### config.mk
export PLATFORM = sky130hd
export DESIGN_NAME = slid_cell
export DESIGN_NICKNAME = d
export VERILOG_FILES = /design/src/design/sorted_list_insert_delete_assert.svh /design/src/design/slid_pkg.sv /design/src/design/slid_cell.sv
export SDC_FILE = /design/constraint.sdc
export NUM_CORES = 1
export LEC_CHECK = 0
export BUFFER_PORTS_ARGS = -buffer_cell sky130_fd_sc_hd__buf_2
export CAP_MARGIN = 10
export CORE_MARGIN = 4
export CORE_UTILIZATION = 44
export DETAILED_ROUTE_END_ITERATION = 7
export GPL_TIMING_DRIVEN = 0
export PLACE_DENSITY = 0.82
export SLEW_MARGIN = 20
export SYNTH_ARGS = -nofsm -noshare
export SYNTH_HDL_FRONTEND = slang
export SYNTH_SLANG_ARGS = --single-unit
### constraint.sdc
create_clock -name i_clk -period 4.01 [get_ports i_clk]
set_clock_uncertainty 0.1 [all_clocks]
set_input_delay 1.203 -clock i_clk [delete_from_list [all_inputs] [get_ports i_clk]]
set_output_delay 1.203 -clock i_clk [all_outputs]
set_load 0.05 [all_outputs]
### src/design/sorted_list_insert_delete_assert.svh
// ----------------------------------------------------------------------------
// sorted list assertion macros
// shared forms for the concurrent checks of the sorted list store
// ----------------------------------------------------------------------------
`ifndef SORTED_LIST_INSERT_DELETE_ASSERT_SVH
`define SORTED_LIST_INSERT_DELETE_ASSERT_SVH

// same-cycle implication, disabled while reset is asserted
`define SLID_ASSERT_NOW(lbl, pre, post) \
    lbl: assert property (@(posedge i_clk) disable iff (!i_rst_n) (pre) |-> (post)) \
        else $error("sorted list check failed");

// next-cycle implication, disabled while reset is asserted
`define SLID_ASSERT_NEXT(lbl, pre, post) \
    lbl: assert property (@(posedge i_clk) disable iff (!i_rst_n) (pre) |=> (post)) \
        else $error("sorted list check failed");

`endif

### src/design/slid_pkg.sv
// ----------------------------------------------------------------------------
// slid_pkg
// types, codes and constants shared by the sorted list store and its cells
// ----------------------------------------------------------------------------
`default_nettype none

package slid_pkg;

    localparam int CAPACITY = 32;
    localparam int VAL_W    = 32;
    localparam int FILL_W   = 6;

    typedef logic [FILL_W-1:0] t_fill;

    // request kinds
    localparam logic [1:0] KIND_INSERT    = 2'd0;
    localparam logic [1:0] KIND_DELETE    = 2'd1;
    localparam logic [1:0] KIND_READ_ASC  = 2'd2;
    localparam logic [1:0] KIND_READ_DESC = 2'd3;

    // result status codes
    localparam logic [1:0] STATUS_OK        = 2'd0;
    localparam logic [1:0] STATUS_NOT_FOUND = 2'd1;
    localparam logic [1:0] STATUS_EMPTY     = 2'd2;
    localparam logic [1:0] STATUS_FULL      = 2'd3;

    typedef struct packed {
        logic [1:0]              kind;
        logic signed [VAL_W-1:0] value;
    } t_in_beat;

    typedef struct packed {
        logic [1:0]              status;
        logic signed [VAL_W-1:0] value_out;
        logic                    last;
        logic [FILL_W-1:0]       fill;
    } t_out_beat;

    typedef enum logic [2:0] {
        CELL_HOLD = 3'd0,
        CELL_INS  = 3'd1,
        CELL_DEL  = 3'd2,
        CELL_ROTL = 3'd3,
        CELL_ROTR = 3'd4
    } t_cell_op;

    // where a cell sits relative to the current fill
    typedef struct packed {
        logic occ;       // index below fill
        logic at_tail;   // index equals fill - 1
        logic at_count;  // index equals fill
    } t_cell_pos;

endpackage

`default_nettype wire

### src/design/slid_cell.sv
// ----------------------------------------------------------------------------
// slid_cell
// one slot of the sorted chain: holds a value, compares it with the key and
// takes a neighbor's value on insert, delete and readout rotation
// ----------------------------------------------------------------------------
`default_nettype none

module slid_cell (
    input  wire logic                              i_clk,
    input  wire slid_pkg::t_cell_op                i_op,
    input  wire slid_pkg::t_cell_pos               i_pos,
    input  wire logic signed [slid_pkg::VAL_W-1:0] i_key,
    input  wire logic signed [slid_pkg::VAL_W-1:0] i_left_val,
    input  wire logic                              i_left_gt,
    input  wire logic signed [slid_pkg::VAL_W-1:0] i_right_val,
    input  wire logic signed [slid_pkg::VAL_W-1:0] i_head_val,
    output logic signed [slid_pkg::VAL_W-1:0]      o_val,
    output logic                                   o_gt,
    output logic                                   o_eq
);

    logic signed [slid_pkg::VAL_W-1:0] r_val;
    logic signed [slid_pkg::VAL_W-1:0] n_val;
    logic                              ge;

    assign o_val = r_val;
    assign o_gt  = i_pos.occ && (r_val > i_key);
    assign ge    = i_pos.occ && (r_val >= i_key);
    assign o_eq  = i_pos.occ && (r_val == i_key);

    always_comb begin
        n_val = r_val;
        case (i_op)
            slid_pkg::CELL_INS: begin
                // left neighbor larger: shift right; first larger or first free: take key
                if (i_left_gt) begin
                    n_val = i_left_val;
                end else if (o_gt || i_pos.at_count) begin
                    n_val = i_key;
                end
            end
            slid_pkg::CELL_DEL: begin
                // first cell at or above the key holds a match; close the gap
                if (ge) begin
                    n_val = i_right_val;
                end
            end
            slid_pkg::CELL_ROTL: begin
                n_val = i_pos.at_tail ? i_head_val : i_right_val;
            end
            slid_pkg::CELL_ROTR: begin
                n_val = i_left_val;
            end
            default: begin
                n_val = r_val;
            end
        endcase
    end

    always_ff @(posedge i_clk) begin
        r_val <= n_val;
    end

endmodule

`default_nettype wire

==> metrics.cfg, run 1 <==
[run_status]
outcome=complete, but fails checks
violations=setup timing

[min_path]
hold_wc_path_type=input pin to register

[logic_synthesis]
syn_area_per_cell_sq_um=8.79
edff_count_synth=32
synth-warning-count=0
post_synth_main_area_contributors=sky130_fd_sc_hd__edfxtp_1 (35%), sky130_fd_sc_hd__ha_1 (15%), sky130_fd_sc_hd__a221o_1 (12%), sky130_fd_sc_hd__nand2_1 (10%), sky130_fd_sc_hd__a21oi_1 (8.8%)
syn-instance-count=312
yosysUniqueCellTypes=33
seq_area_frac_synth_pct=35.1
synthDominantAreaCellType=sky130_fd_sc_hd__edfxtp_1
yosys.cell_count.top_type=sky130_fd_sc_hd__nand2_1
synth.top_cells.by_count=sky130_fd_sc_hd__nand2_1 (76), sky130_fd_sc_hd__a21oi_1 (48), sky130_fd_sc_hd__inv_1 (34)
synth_top_area_share_pct=35.1
asyncSetResetFlopFracSynth_pct=0
ys.flop_type=sky130_fd_sc_hd__edfxtp_1
post_synth_instance_area_sq_mm=0.00274
postSynthNetCount=480
synth-seq-cells=32

[sta]
layout_worst_path_cycle_share_pct=102
fin_hold_ws_ns=1.11
grt_setup_unrepaired=true
slew-limit-headroom_pct=39.8
clock.fmax_mhz=244
worst-slew-pin-transition_ns=0.904
postLayoutSetupSlackWorst_ns=-0.0942
timing_hold_violations_final=0
final_period_minus_worst_setup_slack_ns=4.10
setup_viol_count_final=1
timing_max_transition_violations_final=0

[place]
port_buffers=169
placedCellCount=556
gp_routability_congestion=0.850
dpl.hpwl_um=7350

[cts]
clock_latency_reported_for_the_late_side_of_the_worst_skew_pair_ns=0.29
tritoncts.num_buffers=5
h_tree_depth=2
clock-root-buffer=sky130_fd_sc_hd__clkbuf_8
clock_sinks=32
ctsLongestPathBuffers=2
cts_tree=built
cts.reportedPaths.clkPinSlew_ns=0.07

[setup_path]
endpoint_kind=output port
critical_path_arrival_ns=2.80
cp_max_fo=3
critPathRequiredTime_ns=2.71
startpoint_type=input pin
worstSetupPathType=input pin to output port

[detailed_routing]
viasPerCell=5.38
total_routed_wirelength_um=9210
drtAntennaViolNets=0
num_vias=3059
remaining_drc_errors=0
detailedRoute.firstPassIterationCount=4
detail_route.iter0.violations=137
drt-wirelength-per-cell_um=16.2

[die]
start_util_pct=45.8
chipWidth_um=86.9
vert_die_dim_um=86.9
row_count=28
ioPinCount=170
design.die.area_sq_mm=0.00756
placeableCoreArea_sq_mm=0.00599

[finish]
area.sequential_sq_um=961
fill_cells=494
multi_input_area_sq_mm=0.00175
drive_above_1_share_pct=43.3
finalNonFillerCells=569
area_growth_syn_to_layout_pct=45.6
largest_register_ff_count=32
nets=661
antenna_cells_inserted=0

[global_route]
antenna_violations_before_repair=0
grt_pass1_vias=3095
pin_count_of_the_biggest_net_entering_global_routing=33
grt.total_usage_pct=23.9
grt-ovfl-total=0
first_pass_grt_wire_length_um=14200

[flow_run]
maximum_capacitance_violations=0

[power_and_ir_drop]
power_leakage_nw=1.93
power_density_mw_per_mm2=304
irDropWorstVdd_uv=170

timing repair:
item,4_1_cts,5_1_grt
hold buffers,0,0
setup buffers,4,1
setup endpoints to repair,2,2
pin swaps,9,2
gates resized for setup,6,11
report_power, final:
part	switching [W]	internal, W	total, W
clock network	0.000123	0.000121	0.000244
logic	0.000327	0.000200	0.000527
registers	0.0000232	0.000419	0.000443
total	0.000474	0.000740	0.00121
routing by layer:
metal	track usage, %	part of all wire (%)	up-vias
met4	7.51	2.6	0
met1	28.2	39	1409
met3	4.16	6.7	19
met5	0	0	-
li1	-	-	1512
met2	43.8	52	119
cells in the final DEF, fill, tap and decap left out, drive strengths merged:
master	count
a221o	32
nand4b	1
nand2b	1
and3b	1
clkinv	1
a21oi	48
nand3	2
ha	32
buf	177
o21ai	6
or4	1
o211a	1
nand4	8
and3	1
nor2b	1
a2111o	1
o211ai	3
clkbuf	22
nand2	77
edfxtp	32
nor3	1
and2	1
nor2	3
nor4	2
inv	34
xnor2	1
a211oi	4
critical path: stages:
cell and delay, ns:
sky130_fd_sc_hd__buf_2 0.12, sky130_fd_sc_hd__inv_1 0.10, sky130_fd_sc_hd__ha_4 0.21, sky130_fd_sc_hd__a21oi_1 0.14
sky130_fd_sc_hd__o21ai_1 0.11, sky130_fd_sc_hd__a211oi_2 0.24, sky130_fd_sc_hd__o211ai_2 0.18, sky130_fd_sc_hd__a211oi_2 0.26
sky130_fd_sc_hd__a211oi_4 0.06, sky130_fd_sc_hd__buf_6 0.17
per-stage QoR:
step | worst slack (ns) | util (%) | TNS (ns) | power (W) | area (sq um)
6_report | -0.0942 | 66.6 | -0.0942 | 0.00121 | 3990
5_1_grt | -0.152 | 66.6 | -0.152 | 0.00128 | 3990
4_1_cts | -0.0724 | 65.8 | -0.107 | 0.00121 | 3940
3_5_place_dp | -0.286 | 63.3 | -0.360 | 0.000955 | 3790
3_3_place_gp | -0.264 | 63.3 | -0.316 | 0.000942 | 3790
2_1_floorplan | 0.000349 | - | 0 | 0.000789 | 2850
final timing paths:
| check | depth (start not counted) | slack [ns] | end | from |
|---|---|---|---|---|
| min reg2reg | 5 | 1.44 | o_val[5] | o_val[31] |
| min | 2 | 1.11 | o_val[4] | i_left_val[4] |
| max reg2reg | 9 | 0.89 | o_val[15] | o_val[1] |
| max | 10 | -0.09 | o_gt | i_key[19] |
cell type report:
| cell class | count | area share (%) |
|---|---|---|
| Multi-Input combinational cell | 228 | 44.0 |
| Clock buffer | 7 | 1.91 |
| Clock inverter | 1 | 0.0941 |
| Buffer | 18 | 1.72 |
| Tap cell | 75 | 2.35 |
| Inverter | 34 | 3.26 |
| Sequential cell | 32 | 24.1 |
| Timing Repair Buffer | 174 | 22.6 |
cell families (layout without fill, tap and decap cells):
logic type / count (synthesis) / after routing / share of synthesized area, %
adder cells (fa/ha/maj): 32 / 32 / 14.6
flip-flops: 32 / 32 / 35.1
buffers and inverters: 52 / 234 / 7.17
AND/OR/NAND/NOR: 100 / 100 / 17.5
XOR/XNOR: 1 / 1 / 0.320
AO/OA/AOI/OAI: 95 / 95 / 25.3
No activity file was read; power rests on OpenSTA's default activity.
==> run 2, diff against run 1 <==
Settings changed: CORE_ASPECT_RATIO from default to 0.75, REMOVE_ABC_BUFFERS from default to 1.
==> metrics.cfg, run 2 (synthesis gave the netlist of run 1 again) <==
[die]
design.die.area_sq_mm=0.00757
ioPinCount=170
start_util_pct=46.3
vert_die_dim_um=76.4
placeableCoreArea_sq_mm=0.00592
chipWidth_um=99.1
row_count=24

[run_status]
outcome=complete, but fails checks
violations=setup timing

[finish]
utilization_pct=69.3
drive_above_1_share_pct=48.8
finalNonFillerCells=558
layout_commonest_cell=sky130_fd_sc_hd__buf_2
area_growth_syn_to_layout_pct=49.6
mostFrequentLayoutCells=sky130_fd_sc_hd__buf_2 (161), sky130_fd_sc_hd__nand2_1 (74), sky130_fd_sc_hd__a21oi_1 (46)
antenna_cells_inserted=0
largest_register_ff_count=32
nets=648

[sta]
postLayoutSetupSlackWorst_ns=-0.170
grt_setup_unrepaired=true
clock.fmax_mhz=239
setup_viol_count_final=2
worst-slew-pin-transition_ns=0.781
final_period_minus_worst_setup_slack_ns=4.18
timing_hold_violations_final=0
slew-limit-headroom_pct=47.9
layout_worst_path_cycle_share_pct=104
setup_total_negative_slack_ns=-0.247
timing_max_transition_violations_final=0

[setup_path]
cp_max_fo=2
critical_path.slowest_cell=sky130_fd_sc_hd__a2111o_1
cp_buf_inv_count=3
critPathRequiredTime_ns=2.71
worstSetupPathType=input pin to output port
endpoint_kind=output port
critical_path.cell_chain=buf_8 -> inv_4 -> ha_4 -> nor2b_4 -> o211ai_2 -> a2111o_1 -> o211ai_2 -> a211oi_2 -> a211oi_2 -> buf_6
cpPeakStageDelay_ns=0.42
critical_path_arrival_ns=2.88
critical-path-top-delay-family=compound AO/OA/AOI/OAI gates
startpoint_type=input pin

[detailed_routing]
drtAntennaViolNets=0
detail_route.iter0.violations=184
viasPerCell=5.47
total_routed_wirelength_um=9440
remaining_drc_errors=0
num_vias=3051
drt-wirelength-per-cell_um=16.9
detailedRoute.firstPassIterationCount=5

[min_path]
hold_wc_path_type=input pin to register

[power_and_ir_drop]
power_leakage_nw=1.94
irDropWorstVdd_uv=189
power_density_mw_per_mm2=305

[place]
dpl.hpwl_um=6550
placedCellCount=541
gp_routability_congestion=0.839
port_buffers=169

[global_route]
antenna_violations_before_repair=0
grt_pass1_vias=3191
pin_count_of_the_biggest_net_entering_global_routing=35
grt.total_usage_pct=23.6
first_pass_grt_wire_length_um=14500
grt-ovfl-total=0

[cts]
ctsLongestPathBuffers=2
clock_latency_reported_for_the_late_side_of_the_worst_skew_pair_ns=0.28
tritoncts.num_buffers=5
h_tree_depth=2
cts_tree=built
clock-root-buffer=sky130_fd_sc_hd__clkbuf_8
postCtsHoldBufs=0
clock_sinks=32
cts.reportedPaths.clkPinSlew_ns=0.07

[flow_run]
maximum_capacitance_violations=0

run 2: report_power, final:
part           switching, W  internal, W
registers         0.0000285     0.000419
clock network      0.000123     0.000115
logic              0.000337     0.000227
total              0.000489     0.000761
run 2: layout make-up:
cell class | instances | area (sq um)
Sequential cell | 32 | 961
Clock inverter | 2 | 7.51
Timing Repair Buffer | 179 | 975
Tap cell | 78 | 97.6
Inverter | 34 | 130
Multi-Input combinational cell | 228 | 1860
Fill cell | 475 | 1820
Clock buffer | 5 | 68.8
run 2: what timing repair did:
item	4_1_cts	5_1_grt
gates resized for setup	33	13
setup buffers	9	1
pin swaps	16	6
endpoints found under the setup margin	2	34
run 2: final timing paths:
check	start	end	slack (ns)	cells past startpoint
setup / recovery	i_key[1]	o_gt	-0.17	10
hold reg to reg	o_val[31]	o_val[20]	1.34	5
hold / removal	i_key[8]	o_val[8]	1.12	2
setup reg to reg	o_val[11]	o_val[14]	0.84	13
run 2: layer usage:
metal / GRT usage, % / part of all wire [%] / up-vias
met5: 0 / 0 / -
met4: 6.41 / 1.3 / 0
met3: 5.95 / 9.2 / 13
met2: 41.4 / 49 / 155
met1: 28.4 / 41 / 1392
li1: - / - / 1491
run 2: stage by stage:
stage               setup WS [ns]  total power [W]  hold WS (ns)  cell area [sq um]
global route               -0.243          0.00132          1.11               4100
finish                     -0.170          0.00125          1.12               4100
CTS                       -0.0741          0.00123          1.11               4010
floorplan                  -0.354         0.000761          1.32               2670
detailed placement         -0.285         0.000923          1.41               3620
global placement           -0.259         0.000908          1.40               3620
==> run 3, diff against run 2 <==
Settings changed: SKIP_LAST_GASP from default to 1.
==> metrics.cfg, run 3 (synthesis gave the netlist of run 1 again) <==
[run_status]
outcome=complete, but fails checks
violations=setup timing

[setup_path]
reg_to_reg_startpoint=o_val[8]
critPathRequiredTime_ns=2.71
endpoint_kind=output port
reg2regPathDepth=13
timing.critical_path.from=i_key[1]
worstSetupPathType=input pin to output port
worst_r2r_endpoint=o_val[15]
critPathCapture=o_gt
reg2reg_setup_slack_ns=0.85
startpoint_type=input pin
cp_max_fo=2
critical_path_arrival_ns=2.88

[detailed_routing]
viasPerCell=5.46
drt-wirelength-per-cell_um=16.8
detail_route.iter0.violations=138
num_vias=3049
detailedRoute.firstPassIterationCount=5
total_routed_wirelength_um=9380
remaining_drc_errors=0
drtAntennaViolNets=0

[sta]
timing_hold_violations_final=0
timing_max_transition_violations_final=0
setup_viol_count_final=2
clock.fmax_mhz=239
worst-slew-pin-transition_ns=0.770
final_period_minus_worst_setup_slack_ns=4.18
grt_setup_unrepaired=true
setup_total_negative_slack_ns=-0.234
layout_worst_path_cycle_share_pct=104
postLayoutSetupSlackWorst_ns=-0.169
slew-limit-headroom_pct=48.6

[die]
start_util_pct=46.3
vert_die_dim_um=76.4
chipWidth_um=99.1
design.die.area_sq_mm=0.00757
ioPinCount=170
placeableCoreArea_sq_mm=0.00592
row_count=24

[global_route]
pin_count_of_the_biggest_net_entering_global_routing=35
antenna_violations_before_repair=0
grt.total_usage_pct=23.4
first_pass_grt_wire_length_um=14400
grt_pass1_vias=3183
grt-ovfl-total=0

[cts]
clock_sinks=32
tritoncts.num_buffers=5
clock-root-buffer=sky130_fd_sc_hd__clkbuf_8
clock_latency_reported_for_the_late_side_of_the_worst_skew_pair_ns=0.28
postCtsHoldBufs=0
cts_tree=built
h_tree_depth=2
ctsLongestPathBuffers=2
cts.reportedPaths.clkPinSlew_ns=0.07

[place]
gp_routability_congestion=0.839
port_buffers=169
dpl.hpwl_um=6550

[finish]
utilization_pct=68.8
mostFrequentLayoutCells=sky130_fd_sc_hd__buf_2 (161), sky130_fd_sc_hd__nand2_1 (74), sky130_fd_sc_hd__a21oi_1 (46)
layout_commonest_cell=sky130_fd_sc_hd__buf_2
largest_register_ff_count=32
area_growth_syn_to_layout_pct=48.5
drive_above_1_share_pct=48.3
nets=648
antenna_cells_inserted=0

[power_and_ir_drop]
power_leakage_nw=1.94
power_density_mw_per_mm2=305
irDropWorstVdd_uv=184

[min_path]
hold_wc_path_type=input pin to register

[flow_run]
maximum_capacitance_violations=0

==> run 3: per-layer routing <==
metal	vias up	share of wire (%)	GRT usage, %
li1	1490	-	-
met1	1400	41	28.0
met2	147	49	41.0
met3	12	8.8	6.04
met4	0	1.3	6.68
met5	-	0	0
==> run 3: stage by stage <==
step / std cells / setup slack, ns / instance area, sq um / hold WS, ns / power [W]
final: 558 / -0.169 / 4070 / 1.12 / 0.00124
after global routing: 558 / -0.248 / 4070 / 1.11 / 0.00131
after CTS: 557 / -0.0798 / 3980 / 1.11 / 0.00122
after detailed placement: 541 / -0.285 / 3620 / 1.41 / 0.000923
after global placement: 541 / -0.259 / 3620 / 1.40 / 0.000908
after floorplan: 294 / -0.354 / 2670 / 1.32 / 0.000761
==> run 3: report_power, final <==
group	total (W)	internal [W]	switching [W]	leakage, nW
clock	0.000236	0.000115	0.000121	0.0391
sequential	0.000447	0.000419	0.0000274	0.308
combinational	0.000559	0.000224	0.000335	1.60
total	0.00124	0.000758	0.000484	1.94
==> run 3: what timing repair did <==
item	CTS	global route
endpoints found under the setup margin	2	34
resized for setup	29	14
buffers inserted	9	1
pin swaps	14	6
==> run 3: worst max-delay path: stages <==
cell                       delay (ns)
sky130_fd_sc_hd__buf_6           0.08
sky130_fd_sc_hd__inv_4           0.03
sky130_fd_sc_hd__ha_4            0.25
sky130_fd_sc_hd__nor2b_4         0.13
sky130_fd_sc_hd__o211ai_2        0.07
sky130_fd_sc_hd__a2111o_1        0.42
sky130_fd_sc_hd__o211ai_2        0.09
sky130_fd_sc_hd__a211oi_2        0.10
sky130_fd_sc_hd__a211oi_2        0.30
sky130_fd_sc_hd__buf_6           0.21
==> run 3: worst min path at each step <==
stage	startpoint	endpoint	slack [ns]	cells after the start
after CTS	i_left_val[28]	o_val[28]	1.11	2
after global routing	i_key[9]	o_val[9]	1.11	2
after floorplan	i_key[0]	o_val[0]	1.32	1
final	i_key[11]	o_val[11]	1.12	2
after global placement	i_left_val[22]	o_val[22]	1.40	2
after detailed placement	i_left_val[28]	o_val[28]	1.41	2
==> run 3: area by class of cell <==
cell class	count	area [sq um]
clock inverter	2	7.51
sequential	32	961
timing repair buffer	179	971
fill	484	1840
inverter	34	130
multi-input combinational	228	1840
tap	78	97.6
clock buffer	5	68.8
